## config.mk

```make
export PLATFORM = sky130hd
export DESIGN_NAME = rcs_queue
export DESIGN_NICKNAME = d
export VERILOG_FILES = /design/src/sv/assert_macros.svh /design/src/sv/rcs_pkg.sv /design/src/sv/rcs_queue.sv
export SDC_FILE = /design/constraint.sdc
export NUM_CORES = 1
export LEC_CHECK = 0
export ABC_AREA = 1
export BUFFER_PORTS_ARGS = -buffer_cell sky130_fd_sc_hd__buf_2
export CORE_UTILIZATION = 45
export DETAILED_ROUTE_END_ITERATION = 16
export HOLD_SLACK_MARGIN = 0.03
export PLACE_DENSITY = 0.64
export SYNTH_ARGS = -nofsm -noshare
export SYNTH_HDL_FRONTEND = slang
export SYNTH_SLANG_ARGS = --single-unit
```

## constraint.sdc

```tcl
create_clock -name clk -period 2.7 [get_ports clk]
set_input_delay 0.54 -clock clk [delete_from_list [all_inputs] [get_ports clk]]
set_output_delay 0.54 -clock clk [all_outputs]
set_load 0.02 [all_outputs]
```

## src/sv/assert_macros.svh

```systemverilog
// Assertion macros shared by the contrast stretch RTL
`ifndef ASSERT_MACROS_SVH
`define ASSERT_MACROS_SVH
`ifndef NO_ASSERTIONS
`define ASSERT_IMPLIES(label, clk, rst_n, ante, cons) \
  label: assert property (@(posedge clk) disable iff (!rst_n) (ante) |-> (cons)) \
    else $error("same-cycle check failed");
`define ASSERT_NEXT(label, clk, rst_n, ante, cons) \
  label: assert property (@(posedge clk) disable iff (!rst_n) (ante) |=> (cons)) \
    else $error("next-cycle check failed");
`else
`define ASSERT_IMPLIES(label, clk, rst_n, ante, cons)
`define ASSERT_NEXT(label, clk, rst_n, ante, cons)
`endif
`endif

```

## src/sv/rcs_pkg.sv

```systemverilog
// Types and constants shared by the contrast stretch modules
package rcs_pkg;

  localparam int CH_W        = 8;
  localparam int PIX_W       = 32;
  localparam int QUEUE_DEPTH = 4;
  localparam int QUEUE_AW    = 2;
  localparam int DIV_CNT_W   = 3;

  localparam logic OP_SCAN  = 1'b0;
  localparam logic OP_APPLY = 1'b1;

  typedef struct packed {
    logic             op;
    logic             last;
    logic [PIX_W-1:0] pixel;
    logic [CH_W-1:0]  ch_r;
    logic [CH_W-1:0]  ch_g;
    logic [CH_W-1:0]  ch_b;
    logic [CH_W-1:0]  ch_min;
    logic [CH_W-1:0]  ch_max;
  } rcs_item_t;

  typedef struct packed {
    logic busy;
    logic fill;
  } rcs_back_stat_t;

endpackage

```

## src/sv/rcs_queue.sv

```systemverilog
// Short request queue between front and back end
module rcs_queue (
  input  logic               clk,
  input  logic               rst_n,
  input  logic               push,
  input  rcs_pkg::rcs_item_t push_item,
  output logic               full,
  input  logic               pop,
  output logic               valid,
  output rcs_pkg::rcs_item_t pop_item
);
  import rcs_pkg::*;

  rcs_item_t           mem [QUEUE_DEPTH];
  logic [QUEUE_AW-1:0] wr_ptr_r, rd_ptr_r;
  logic [QUEUE_AW:0]   count_r, count_nxt;

  assign full     = (count_r == (QUEUE_AW + 1)'(QUEUE_DEPTH));
  assign valid    = (count_r != '0);
  assign pop_item = mem[rd_ptr_r];

  always_comb begin
    count_nxt = count_r;
    if (push && !pop) begin
      count_nxt = count_r + 1'b1;
    end else if (pop && !push) begin
      count_nxt = count_r - 1'b1;
    end
  end

  always_ff @(posedge clk) begin
    if (push) begin
      mem[wr_ptr_r] <= push_item;
    end
  end

  always_ff @(posedge clk) begin
    if (!rst_n) begin
      wr_ptr_r <= '0;
      rd_ptr_r <= '0;
      count_r  <= '0;
    end else begin
      if (push) begin
        wr_ptr_r <= wr_ptr_r + 1'b1;
      end
      if (pop) begin
        rd_ptr_r <= rd_ptr_r + 1'b1;
      end
      count_r <= count_nxt;
    end
  end

endmodule

```

==> impl_metrics.tcl <==
set metrics [dict create \
    die_w_um 161 \
    io_buffers 153 \
    vias 6744 \
    synth.distinct_cells 20 \
    synth_edf_count 296 \
    regArea_um2 9070 \
    insertion_delay_ps 550 \
    routed_wl_um 23200 \
    grt_first_pass_wirelength_um 35700 \
    end_kind "output pin" \
    power.net_switching_mw 2.48 \
    dp_hpwl_um 13300 \
    maxCapViolations 0 \
    cts_tree "done" \
    crit_path_start_kind "register" \
    worstPathMaxFanout 77 \
    syn_area_um2 11400 \
    synth_seq_cells 305 \
    rows 57 \
    antenna_found_initial 3 \
    grt_usage_pct 17.8 \
    post_cts_buffers 0 \
    fin_nets 1015 \
    rsz0062_at_grt "false" \
    power.internal_mw 8.21 \
    slowest_stage "dfxtp_4" \
    hold_violations 0 \
    p_total_mw 10.7 \
    arrival_ps 2010 \
    crit_path_cell_trace "buf_16 > o21ai_0 > o22ai_1 > buf_2" \
    relSlewSlack_pct 59.3 \
    p_clk_share_pct 38.8 \
    crit_type "reg -> out" \
    final_common_cell "edfxtp_1" \
    yosys_warnings 0 \
    grt_max_degree 78 \
    ant_nets 0 \
    vdd_drop_max_uv 564 \
    htreeDepth 1 \
    max_stage_delay_ps 520 \
    start_util_pct 46.3 \
    gp_congestion 0.711 \
    layout_min_cycle_time_ps 2550 \
    combinationalPowerShare_pct 10.0 \
    hold_path.class "in -> reg" \
    grt_pass1_vias 6552 \
    syn-num-nets 859 \
    synth_area_per_cell_um2 14.7 \
    drc_errors 0 \
    clk_pin_slew_ps 60 \
    required_ps 2160 \
    setup_viol 0 \
    gr-total-overflow 0 \
    finalCritPeriodShare_pct 94.5 \
    synth-async-reset-ratio_pct 0 \
    drive_gt1_share_pct 23.4 \
    numCtsBuffers 31 \
    power.density_nw_per_um2 788 \
    wire_per_inst_um 18.1 \
    final_cell_mix "296 x edfxtp_1, 154 x nor2_1, 153 x buf_2, 100 x o21ai_0, 74 x o22ai_1" \
    power.share.sequential_pct 51.1 \
    die_area_um2 26000 \
    syn_inst 775 \
    fmax_mhz 392 \
    leakage_nw 4.78 \
    io_pins 154 \
    ys_dominant_reg_cell "edfxtp_1" \
    cts_buffer_depth 3 \
    switching_share_pct 23.2 \
    setup_tns_ps 0 \
    multiInputGateArea_um2 1970 \
    cts.sinks 305 \
    root_buffer "clkbuf_16" \
    cts_resized 0 \
    worstMarginPinSlew_ps 611 \
    yosysSeqAreaShare_pct 79.5 \
    die_h_um 161 \
    drt_iter0_drc 404 \
    fin_skew_ps 8.59 \
    fillers 1997 \
    status "finished clean" \
    syn_to_final_growth_pct 18.9 \
    coreArea_um2 24600 \
    maxSlewViolCount 0 \
    holdBufCountCts 0 \
    viasPerCell 5.26 \
    firstDrtPassIters 5 \
]
flip-flops by register name, summed over array words and instances, names as in the netlist, named ones only:
signal,count
mem,296
count_r,3
rd_ptr_r,2
wr_ptr_r,2
cell families after synthesis:
| family | synth area share [%] |
|---|---|
| simple gates | 5.54 |
| flops | 79.5 |
| buf+inv | 3.21 |
| compound gates | 11.0 |
| fa+ha+maj | 0.724 |
cells in the mapped netlist, types with 2 or more instances:
master / number / area [um^2]
nand2_1: 10 / 37.5
o22ai_1: 74 / 463
o21ai_1: 54 / 270
a21oi_1: 4 / 20.0
clkbuf_2: 2 / 10.0
buf_6: 13 / 146
edfxtp_1: 296 / 8890
nor2_1: 154 / 578
dfxtp_1: 9 / 180
buf_2: 3 / 15.0
clkbuf_1: 25 / 93.8
ha_1: 5 / 62.6
inv_1: 16 / 60.1
o21ai_0: 100 / 500
buf_4: 5 / 37.5
worst max-delay path: cells and delay by family, from the launching register on:
family          cells  cell delay, ps
compound gates      2             380
flops               1             520
buf+inv             2             500
routing by layer:
metal,wire length [um],up-vias,GRT usage [%],share of wire [%]
li1,-,3229,-,-
met1,10000,3280,23.6,43
met2,11100,204,29.3,48
met3,1630,29,4.21,7.0
met4,447,2,4.97,1.9
met5,13,-,0,0.056
metrics by stage:
stage / setup slack, ps / hold WS, ps / instance area [um^2] / cells / utilization [%]
2_1_floorplan: 249 / 412 / 11400 / 775 / -
3_3_place_gp: 610 / 500 / 12500 / 1222 / 51.0
3_5_place_dp: 616 / 492 / 12500 / 1222 / 51.0
4_1_cts: 26.8 / 177 / 13500 / 1280 / 55.1
5_1_grt: 10.9 / 186 / 13600 / 1281 / 55.1
6_report: 148 / 207 / 13600 / 1281 / 55.1
final timing paths:
path              slack [ps]     startpoint            to  cells past startpoint
setup / recovery         150       register  pop_item[41]                      4
hold / removal           210  push_item[12]    mem[1][12]                      1
setup reg to reg         950    wr_ptr_r[0]    mem[0][33]                      5
hold reg to reg          490    rd_ptr_r[1]      register                      1
power groups by stage:
stage,Sequential (mW),Combinational [mW],Clock (mW)
2_1_floorplan,5.56,0.662,0
3_3_place_gp,5.56,1.07,0
3_5_place_dp,5.56,1.09,0
4_1_cts,5.46,1.09,4.22
5_1_grt,5.48,1.17,4.39
6_report,5.46,1.07,4.15
area by class of cell:
class / count / share of cell area [%]
Multi-Input combinational cell: 405 / 14.5
Inverter: 17 / 0.554
Clock buffer: 33 / 5.77
Antenna cell: 1 / 0.0185
Sequential cell: 305 / 66.9
Timing Repair Buffer: 171 / 7.62
Clock inverter: 25 / 1.63
Tap cell: 324 / 2.99
No activity file was read; power rests on OpenSTA's default activity.
