$ cat src/sv/assert_macros.svh
// Assertion macros shared by the contrast stretch RTL
`ifndef ASSERT_MACROS_SVH
`define ASSERT_MACROS_SVH
`ifndef NO_ASSERTIONS
`define ASSERT_IMPLIES(label, clk, rst_n, ante, cons) \
  label: assert property (@(posedge clk) disable iff (!rst_n) (ante) |-> (cons)) \
    else $error("same-cycle check failed");
`define ASSERT_NEXT(label, clk, rst_n, ante, cons) \
  label: assert property (@(posedge clk) disable iff (!rst_n) (ante) |=> (cons)) \
    else $error("next-cycle check failed");
`else
`define ASSERT_IMPLIES(label, clk, rst_n, ante, cons)
`define ASSERT_NEXT(label, clk, rst_n, ante, cons)
`endif
`endif

$ cat src/sv/rcs_pkg.sv
// Types and constants shared by the contrast stretch modules
package rcs_pkg;

  localparam int CH_W        = 8;
  localparam int PIX_W       = 32;
  localparam int QUEUE_DEPTH = 4;
  localparam int QUEUE_AW    = 2;
  localparam int DIV_CNT_W   = 3;

  localparam logic OP_SCAN  = 1'b0;
  localparam logic OP_APPLY = 1'b1;

  typedef struct packed {
    logic             op;
    logic             last;
    logic [PIX_W-1:0] pixel;
    logic [CH_W-1:0]  ch_r;
    logic [CH_W-1:0]  ch_g;
    logic [CH_W-1:0]  ch_b;
    logic [CH_W-1:0]  ch_min;
    logic [CH_W-1:0]  ch_max;
  } rcs_item_t;

  typedef struct packed {
    logic busy;
    logic fill;
  } rcs_back_stat_t;

endpackage

$ cat src/sv/rcs_front.sv
// Front end: request handshake and per-pixel channel classification
module rcs_front #(
  parameter int COLOR_LEVELS = 256
) (
  input  logic                    in_valid,
  output logic                    in_stall,
  input  logic                    in_opcode,
  input  logic [31:0]             in_pixel_in,
  input  logic                    in_last_in,
  input  logic                    q_full,
  output logic                    q_push,
  output rcs_pkg::rcs_item_t      item
);
  import rcs_pkg::*;

  localparam logic [CH_W-1:0] TOP = CH_W'(COLOR_LEVELS - 1);

  function automatic logic [CH_W-1:0] sat(input logic [CH_W-1:0] c);
    sat = (c > TOP) ? TOP : c;
  endfunction

  logic [CH_W-1:0] r_s, g_s, b_s;
  logic [CH_W-1:0] rg_max, rg_min;

  assign in_stall = q_full;
  assign q_push   = in_valid && !q_full;

  assign b_s = sat(in_pixel_in[7:0]);
  assign g_s = sat(in_pixel_in[15:8]);
  assign r_s = sat(in_pixel_in[23:16]);

  assign rg_max = (r_s > g_s) ? r_s : g_s;
  assign rg_min = (r_s < g_s) ? r_s : g_s;

  always_comb begin
    item.op     = in_opcode;
    item.last   = in_last_in;
    item.pixel  = in_pixel_in;
    item.ch_r   = r_s;
    item.ch_g   = g_s;
    item.ch_b   = b_s;
    item.ch_max = (b_s > rg_max) ? b_s : rg_max;
    item.ch_min = (b_s < rg_min) ? b_s : rg_min;
  end

endmodule

$ cat config.mk
export PLATFORM = sky130hd
export DESIGN_NAME = rcs_front
export DESIGN_NICKNAME = d
export VERILOG_FILES = /design/src/sv/assert_macros.svh /design/src/sv/rcs_pkg.sv /design/src/sv/rcs_front.sv
export SDC_FILE = /design/constraint.sdc
export NUM_CORES = 1
export LEC_CHECK = 0
export BUFFER_PORTS_ARGS = -buffer_cell sky130_fd_sc_hd__buf_2
export CORE_ASPECT_RATIO = 1.1
export CORE_MARGIN = 1
export CORE_UTILIZATION = 42
export DETAILED_ROUTE_END_ITERATION = 6
export GPL_TIMING_DRIVEN = 0
export PLACE_DENSITY = 0.86
export SYNTH_ARGS = -nofsm -noshare
export SYNTH_HDL_FRONTEND = slang
export SYNTH_SLANG_ARGS = --single-unit
$ cat constraint.sdc
create_clock -name vclk -period 4.5
set_input_delay 0.45 -clock vclk [all_inputs]
set_output_delay 0.45 -clock vclk [all_outputs]
set_load 0.05 [all_outputs]
==> summary.md, run 1 <==
| Metric | Value |
|---|---|
| Status | complete, no violations |
| Initial Util | 44.89% |
| Final-report setup violation count | 0 |
| Setup crit end kind | primary output |
| Tcrit/Tclk final | 96.96% |
| CP Class | in -> out |
| Chip width | 56.66 microns |
| Avg WL per Cell | 10.07 microns |
| Vias post-DR | 1495 |
| Core area | 3074 sq um |
| PwrDens | 256.6 nW/um^2 |
| Row count | 21 |
| CP startpoint | in_pixel_in[13] |
| HPWL after DPL | 2.741 mm |
| RSZ-0062 raised after global routing | yes |
| Max Slew Vio Count | 0 |
| DRC | 0 |
| Routed vias/inst | 4.657 |
| Final period demand of the worst path | 4.363 ns |
| Worst-Margin Slew | 0.4650 ns |
| Sequential element share of the synthesized area | 0% |
| Critical Path Fanout Max | 9 |
| Setup TNS | 0 ns |
| First-pass GRT wire length | 4.754 mm |
| FFs & Latches | 0 |
| Max Freq | 229.2 MHz |
| Peak VDD IR | 0.0001790 V |
| Top-Level Pins | 112 |
| Total power draw | 0.5141 mW |
| Fin. Hold Viols | 0 |
| Gate Count Post-Synth | 182 |
| Layout cells sized above 1 | 60.28% |
| Nets | 348 |
| Syn_nets | 241 |
| Final cell count without fillers | 321 |
| Crit path capture | item[14] |
| P_leak | 1.244 nW |
| Mapped Area | 1380 sq um |
| Clkbuf count | 0 |
| DRT antenna net count | 0 |
| Synth Area per Inst | 7.583 sq um |
| GP Congestion | 0.7981 |
| Die ar. | 3519 sq um |
| Die Y | 62.12 microns |
| Total gr overflow | 0 |
| Slew margin rel. | 68.68% |
| Port Buffer Count | 102 |
| Final WS setup | 0.1369 ns |
| Area Overhead vs Synth | 45.15% |
| Post-synthesis cell type count | 28 |
| Initial antenna violation count | 0 |
| Hold WC Path Type | in -> out |
| Max Cap Viol | 0 |
| Largest net degree at the start of global routing | 11 |
| Register Area | 0 sq um |
| Placed insts | 318 |
| Hold buffer count at cts | 0 |
| Ys Warns | 0 |
| Number of global-route vias before repair | 1158 |
| CP required | 4.05 ns |
| Pre-antenna DRT Iters | 4 |
| Worst EP arrival | 3.91 ns |
| DR iter-0 viols | 38 |
| Fillers | 285 |
| CP Launch Type | input pin |
| Antenna diodes | 0 |
| GRT Util Overall | 15.71% |
| Pre-CTS WS | 0.02911 ns |
| Final wirelength | 3.231 mm |
-- stage by stage --
stage                     cell area [sq um]  hold slack (ns)  util [%]
after global routing                   2003            1.203     65.16
final                                  2003            1.202     65.16
after CTS                              1933            1.202     62.88
after global placement                 1933            1.202     62.88
after floorplan                        1380            1.067         -
after detailed placement               1933            1.202     62.88
-- routing by layer --
metal | track usage [%] | part of all wire [%] | vias to the layer above
li1 | - | - | 777
met1 | 19.17 | 41 | 644
met2 | 31.32 | 51 | 74
met3 | 0.6250 | 8.1 | 0
met4 | 0 | 0 | 0
met5 | 0 | 0 | -
-- layout make-up --
| cell class | instances | area (sq um) | area share, % |
|---|---|---|---|
| inverter | 18 | 67.56 | 3.373 |
| multi-input combinational | 103 | 885.9 | 44.22 |
| buffer | 61 | 452.9 | 22.61 |
| tap | 34 | 42.54 | 2.124 |
| timing repair buffer | 105 | 554.3 | 27.67 |
-- cells in the final DEF, fill, tap and decap left out, drive strengths merged, types with 2 or more instances in the layout --
cell type,netlist,routed
mux2i,23,23
a21o,2,2
inv,18,18
o21ai,4,4
nor2,12,12
buf,60,163
clkbuf,1,3
a21oi,15,15
nand2,7,7
a211o,2,2
ha,23,23
nand3,2,2
-- cells by family (layout without fill, tap and decap cells) --
| logic type | count (synthesis) | in the layout | share of synthesized area, % |
|---|---|---|---|
| adder cells (fa/ha/maj) | 23 | 23 | 20.85 |
| AO/OA/AOI/OAI | 30 | 30 | 14.78 |
| buffers and inverters | 79 | 184 | 37.62 |
| AND/OR/NAND/NOR | 26 | 26 | 9.248 |
| multiplexers | 24 | 24 | 17.50 |
-- critical path: stages --
cell and delay (ns):
buf_2 0.14, inv_1 0.05, ha_1 0.30, a21oi_1 0.13, nor2_1 0.06, a211oi_2 0.19
buf_4 0.18, nand2_8 0.10, mux2i_4 0.22, ha_1 0.29, a21oi_1 0.15, o21ai_1 0.11
or4_4 0.52, a211o_1 0.32, o311ai_4 0.09, buf_4 0.19, mux2i_1 0.19, buf_4 0.22
-- cells in the mapped netlist, drive strengths merged --
master  number  area [sq um]
nor2        12         45.04
nand2b       1         6.260
o22ai        1         6.260
clkbuf       1         3.750
nand2        7         33.78
mux2         1         11.26
and4         1         8.760
a21boi       1         7.510
o21ai        4         20.01
nand3        2         10.01
buf         60         447.9
a21oi       15         75.07
a32oi        1         8.760
o211ai       1         7.510
nor2b        1         6.260
mux2i       23         230.2
o311ai       1         26.28
inv         18         67.56
ha          23         287.8
nand4        1         6.260
or4          1         11.26
a21o         2         15.01
o21a         1         7.510
a211oi       1         12.51
a211o        2         17.52
-- report_power, final --
| group | switching [mW] | internal [mW] | leakage (nW) | total [mW] |
|---|---|---|---|---|
| Sequential | 0 | 0 | 0 | 0 |
| Clock | 0 | 0 | 0 | 0 |
| Combinational | 0.349 | 0.165 | 1.24 | 0.514 |
-- worst min-delay path by stage --
| stage | start | to | slack, ns | cells after the start |
|---|---|---|---|---|
| finish | in_opcode | item[73] | 1.20 | 2 |
| global route | in_pixel_in[29] | item[69] | 1.20 | 2 |
| CTS | in_opcode | item[73] | 1.20 | 2 |
| detailed placement | in_pixel_in[31] | item[71] | 1.20 | 2 |
| global placement | in_opcode | item[73] | 1.20 | 2 |
| floorplan | q_full | in_stall | 1.07 | 1 |
-- timing repair --
item,CTS,global route
hold endpoints to repair,0,0
setup endpoints to repair,0,12
buffers inserted,0,3
gates resized for setup,0,19
(Power assumes the default switching activity.)
==> run 2: changes to the inputs <==
Settings changed: CELL_PAD_IN_SITES_DETAIL_PLACEMENT set to 2, CELL_PAD_IN_SITES_GLOBAL_PLACEMENT set to 2, CORE_UTILIZATION 42 to 20, PLACE_DENSITY 0.86 to unset, PLACE_DENSITY_LB_ADDON set to 0.1.
==> summary.md, run 2 (same netlist as run 1, synthesis figures left out) <==
| Metric | Value |
|---|---|
| Status | complete, no violations |
| Peak VDD IR | 0.00008699 V |
| Max Cap Viol | 0 |
| Hold_sp | in_opcode |
| RSZ-0062 raised after global routing | no |
| Die ar. | 7237 sq um |
| Tcrit/Tclk final | 95.53% |
| Final wirelength | 4.476 mm |
| Worst EP arrival | 3.85 ns |
| Post-route cell area | 2151 sq um |
| Initial Util | 20.81% |
| Chip width | 81.20 microns |
| WHS Endpoint | item[73] |
| GP Congestion | 0.6572 |
| Slew margin rel. | 66.18% |
| CP required | 4.05 ns |
| Area after DPL | 1993 sq um |
| Row count | 31 |
| Die Y | 89.12 microns |
| Max Slew Vio Count | 0 |
| Vias post-DR | 1560 |
| HPWL after DPL | 3.945 mm |
| GRT Util Overall | 11.86% |
| Area Overhead vs Synth | 55.85% |
| DRT antenna net count | 0 |
| Final period demand of the worst path | 4.299 ns |
| Worst-Margin Slew | 0.5020 ns |
| Antenna diodes | 0 |
| Total gr overflow | 0 |
| Nets | 354 |
| Clkbuf count | 0 |
| Initial antenna violation count | 0 |
| Post-Route Utilization | 32.43% |
| Largest net degree at the start of global routing | 11 |
| Number of global-route vias before repair | 1537 |
| Most frequent cells in the layout | buf_2 (95), buf_4 (71), ha_1 (22) |
| DR iter-0 viols | 7 |
| Pre-antenna DRT Iters | 4 |
| Fin. Hold Viols | 0 |
| Final-report setup violation count | 0 |
| Core area | 6633 sq um |
| Routed vias/inst | 4.160 |
| Top-Level Pins | 112 |
| P_leak | 1.277 nW |
| Hold buffer count at cts | 0 |
| Layout cells sized above 1 | 62.80% |
| Setup crit end kind | primary output |
| PwrDens | 254.4 nW/um^2 |
| Max Freq | 232.6 MHz |
| CP Launch Type | input pin |
| Hold WC Path Type | in -> out |
| Port Buffer Count | 102 |
| Register Area | 0 sq um |
| FFs & Latches | 0 |
| DRC | 0 |
| Avg WL per Cell | 11.94 microns |
| WHS Path Cells | 2 |
| Most common cell after layout, fill and taps aside | buf_2 |
| First-pass GRT wire length | 6.920 mm |
| CP Class | in -> out |
| Critical Path Fanout Max | 5 |
-- run 2: where the power goes --
group | switching [mW] | internal [mW] | leakage [nW]
registers | 0 | 0 | 0
logic | 0.362 | 0.185 | 1.28
clock network | 0 | 0 | 0
total | 0.362 | 0.185 | 1.28
-- run 2: worst max-delay path, stage by stage --
cell,delay (ns)
buf_2,0.14
inv_1,0.09
ha_4,0.25
a21oi_2,0.12
nor2_1,0.06
a211oi_2,0.25
nand2_4,0.13
buf_4,0.16
mux2i_1,0.15
ha_1,0.21
a211o_1,0.32
or4_4,0.53
a211o_1,0.28
o311ai_4,0.12
buf_4,0.18
mux2i_2,0.22
buf_6,0.19
-- run 2: worst max-delay path by stage --
| stage | startpoint | endpoint | slack, ns |
|---|---|---|---|
| 2_1_floorplan | in_pixel_in[13] | item[10] | 0.1 |
| 3_3_place_gp | in_pixel_in[13] | item[12] | -0.09 |
| 3_5_place_dp | in_pixel_in[13] | item[12] | -0.13 |
| 4_1_cts | in_pixel_in[13] | item[12] | 0.03 |
| 5_1_grt | in_pixel_in[10] | item[12] | 0.02 |
| 6_report | in_pixel_in[13] | item[12] | 0.20 |
-- run 2: routing by layer --
layer | track usage, % | vias to the layer above | routed length (microns)
met3 | 0.8163 | 0 | 302
met2 | 23.45 | 73 | 2265
met5 | 0 | - | 0
li1 | - | 786 | -
met4 | 0 | 0 | 0
met1 | 14.64 | 701 | 1908
-- run 2: what timing repair did --
action	CTS	global route
endpoints found under the setup margin	10	14
resized for setup	9	13
gates cloned	0	0
pin swaps	2	4
buffers inserted	6	3
-- run 2: final cells by class --
cell class | count | area, sq um
Fill cell | 803 | 4482
Inverter | 18 | 67.56
Tap cell | 82 | 102.6
Timing Repair Buffer | 111 | 621.8
Buffer | 61 | 455.4
Multi-Input combinational cell | 103 | 903.4
-- run 2: per-stage QoR --
step                setup slack (ns)  TNS, ns  cells  total power, mW  hold WS, ns
floorplan                    0.09858        0    182           0.3913        1.067
global placement            -0.08888  -0.3230    366           0.5028        1.202
detailed placement           -0.1348  -0.6590    366           0.5077        1.202
CTS                          0.03385        0    372           0.5315        1.203
global route                 0.01566        0    375           0.5869        1.207
finish                        0.2011        0    375           0.5472        1.202
==> run 3: changes to the inputs <==
Settings changed: CORE_MARGIN 1 to 2, PLACE_DENSITY set to 0.94, PLACE_DENSITY_LB_ADDON 0.1 to unset.
Clock period 4.5 ns to 4.8 ns, I/O delays scaled along.
==> summary.md, run 3 (same netlist as run 1, synthesis figures left out) <==
| Metric | Value |
|---|---|
| Antenna diodes | 0 |
| CP Launch Type | input pin |
| Post-route cell area | 2026 sq um |
| Crit-path cells | buf_2 > inv_1 > ha_1 > a21oi_1 > nor2_1 > a211oi_2 > buf_4 > nand2_4 > mux2i_1 > ha_1 > a21oi_1 > o21ai_1 > or4_4 > a211o_1 > o311ai_4 > buf_4 > mux2i_1 > buf_2 |
| Layout cells sized above 1 | 59.93% |
| Vias post-DR | 1584 |
| Total power draw | 0.4846 mW |
| Pre-antenna DRT Iters | 3 |
| CP required | 4.32 ns |
| Max Slew Vio Count | 0 |
| GP Congestion | 0.7256 |
| CP max stage cell | or4_4 |
| Number of global-route vias before repair | 1720 |
| WHS Path Cells | 2 |
| Post-Route Utilization | 30.54% |
| Worst hold slack | 1.262 ns |
| Nets | 348 |
| CP Class | in -> out |
| Max Freq | 220.0 MHz |
| Final period demand of the worst path | 4.545 ns |
| Worst EP arrival | 4.06 ns |
| Tcrit/Tclk final | 94.68% |
| DRT antenna net count | 0 |
| Largest net degree at the start of global routing | 11 |
| Top-Level Pins | 112 |
| Area Overhead vs Synth | 46.78% |
| Initial Util | 20.81% |
| Initial antenna violation count | 0 |
| Max incr delay on CP | 0.52 ns |
| Most common cell after layout, fill and taps aside | buf_2 |
| Slew margin rel. | 65.68% |
| Routed vias/inst | 4.293 |
| Die ar. | 7581 sq um |
| FFs & Latches | 0 |
| Chip width | 83.20 microns |
| Final cell count without fillers | 369 |
| First-pass GRT wire length | 8.059 mm |
| Critical Path Fanout Max | 9 |
| Total gr overflow | 0 |
| HPWL after DPL | 4.385 mm |
| Fin. Hold Viols | 0 |
| GRT Util Overall | 12.28% |
| P_leak | 1.235 nW |
| Hold buffer count at cts | 0 |
| PwrDens | 239.2 nW/um^2 |
| Peak VDD IR | 0.0001150 V |
| Register Area | 0 sq um |
| Multi-input logic area | 864.6 sq um |
| Setup crit end kind | primary output |
| Core area | 6633 sq um |
| Port Buffer Count | 102 |
| Hold WC Path Type | in -> out |
| Status | complete, no violations |
| WHS Endpoint | item[66] |
| Hold_sp | in_pixel_in[26] |
| Final wirelength | 4.807 mm |
| Fillers | 829 |
| Final-report setup violation count | 0 |
| Clkbuf count | 0 |
| DR iter-0 viols | 13 |
| DRC | 0 |
| Die Y | 91.12 microns |
| Placed insts | 366 |
| Worst-Margin Slew | 0.5094 ns |
| Max Cap Viol | 0 |
| Row count | 31 |
| Area after DPL | 1993 sq um |
| Avg WL per Cell | 13.03 microns |
| Most frequent cells in the layout | buf_2 (102), buf_4 (62), ha_1 (23) |
==> run 3: cell count changes in the layout (fill, tap and decap cells not counted), sizes merged <==
| cell | before | now |
|---|---|---|
| buf | 170 | 164 |
==> run 3: cell type report <==
type	instances	area share, %
plain buffers	61	22.48
inverters	18	3.335
multi-input cells	103	42.68
well taps	82	5.065
repair buffers	105	26.44
==> run 3: what timing repair did <==
action,CTS,global route
hold endpoints to repair,0,0
buffers inserted,0,3
endpoints found under the setup margin,0,11
resized for setup,0,6
==> run 3: report_power, final <==
| group | switching (mW) | total [mW] | leakage, nW | internal [mW] |
|---|---|---|---|---|
| Sequential | 0 | 0 | 0 | 0 |
| Combinational | 0.337 | 0.485 | 1.23 | 0.148 |
| Clock | 0 | 0 | 0 | 0 |
| Total | 0.337 | 0.485 | 1.23 | 0.148 |
==> run 3: worst max-delay path by stage <==
stage,from,to
after floorplan,in_pixel_in[13],item[10]
after global placement,in_pixel_in[13],item[9]
after detailed placement,in_pixel_in[15],item[4]
after CTS,in_pixel_in[15],item[4]
after global routing,in_pixel_in[10],item[12]
final,in_pixel_in[13],item[10]
==> run 3: through the flow <==
step                worst slack [ns]  TNS (ns)
finish                        0.2552         0
global route                -0.01499  -0.02485
CTS                           0.1381         0
detailed placement            0.1529         0
global placement              0.2858         0
floorplan                     0.3386         0
==> run 3: worst max-delay path: cells and delay by family <==
family,cells,cell delay (ns)
simple gates,3,0.70
buf+inv,5,0.80
fa+ha+maj,2,0.61
mux,2,0.47
compound gates,6,0.99
==> run 3: metal layers <==
metal | up-vias | track usage, % | wire, microns
li1 | 780 | - | -
met1 | 720 | 14.37 | 1881
met2 | 82 | 24.19 | 2490
met3 | 2 | 1.909 | 396
met4 | 0 | 0.8197 | 38
met5 | - | 0 | 0
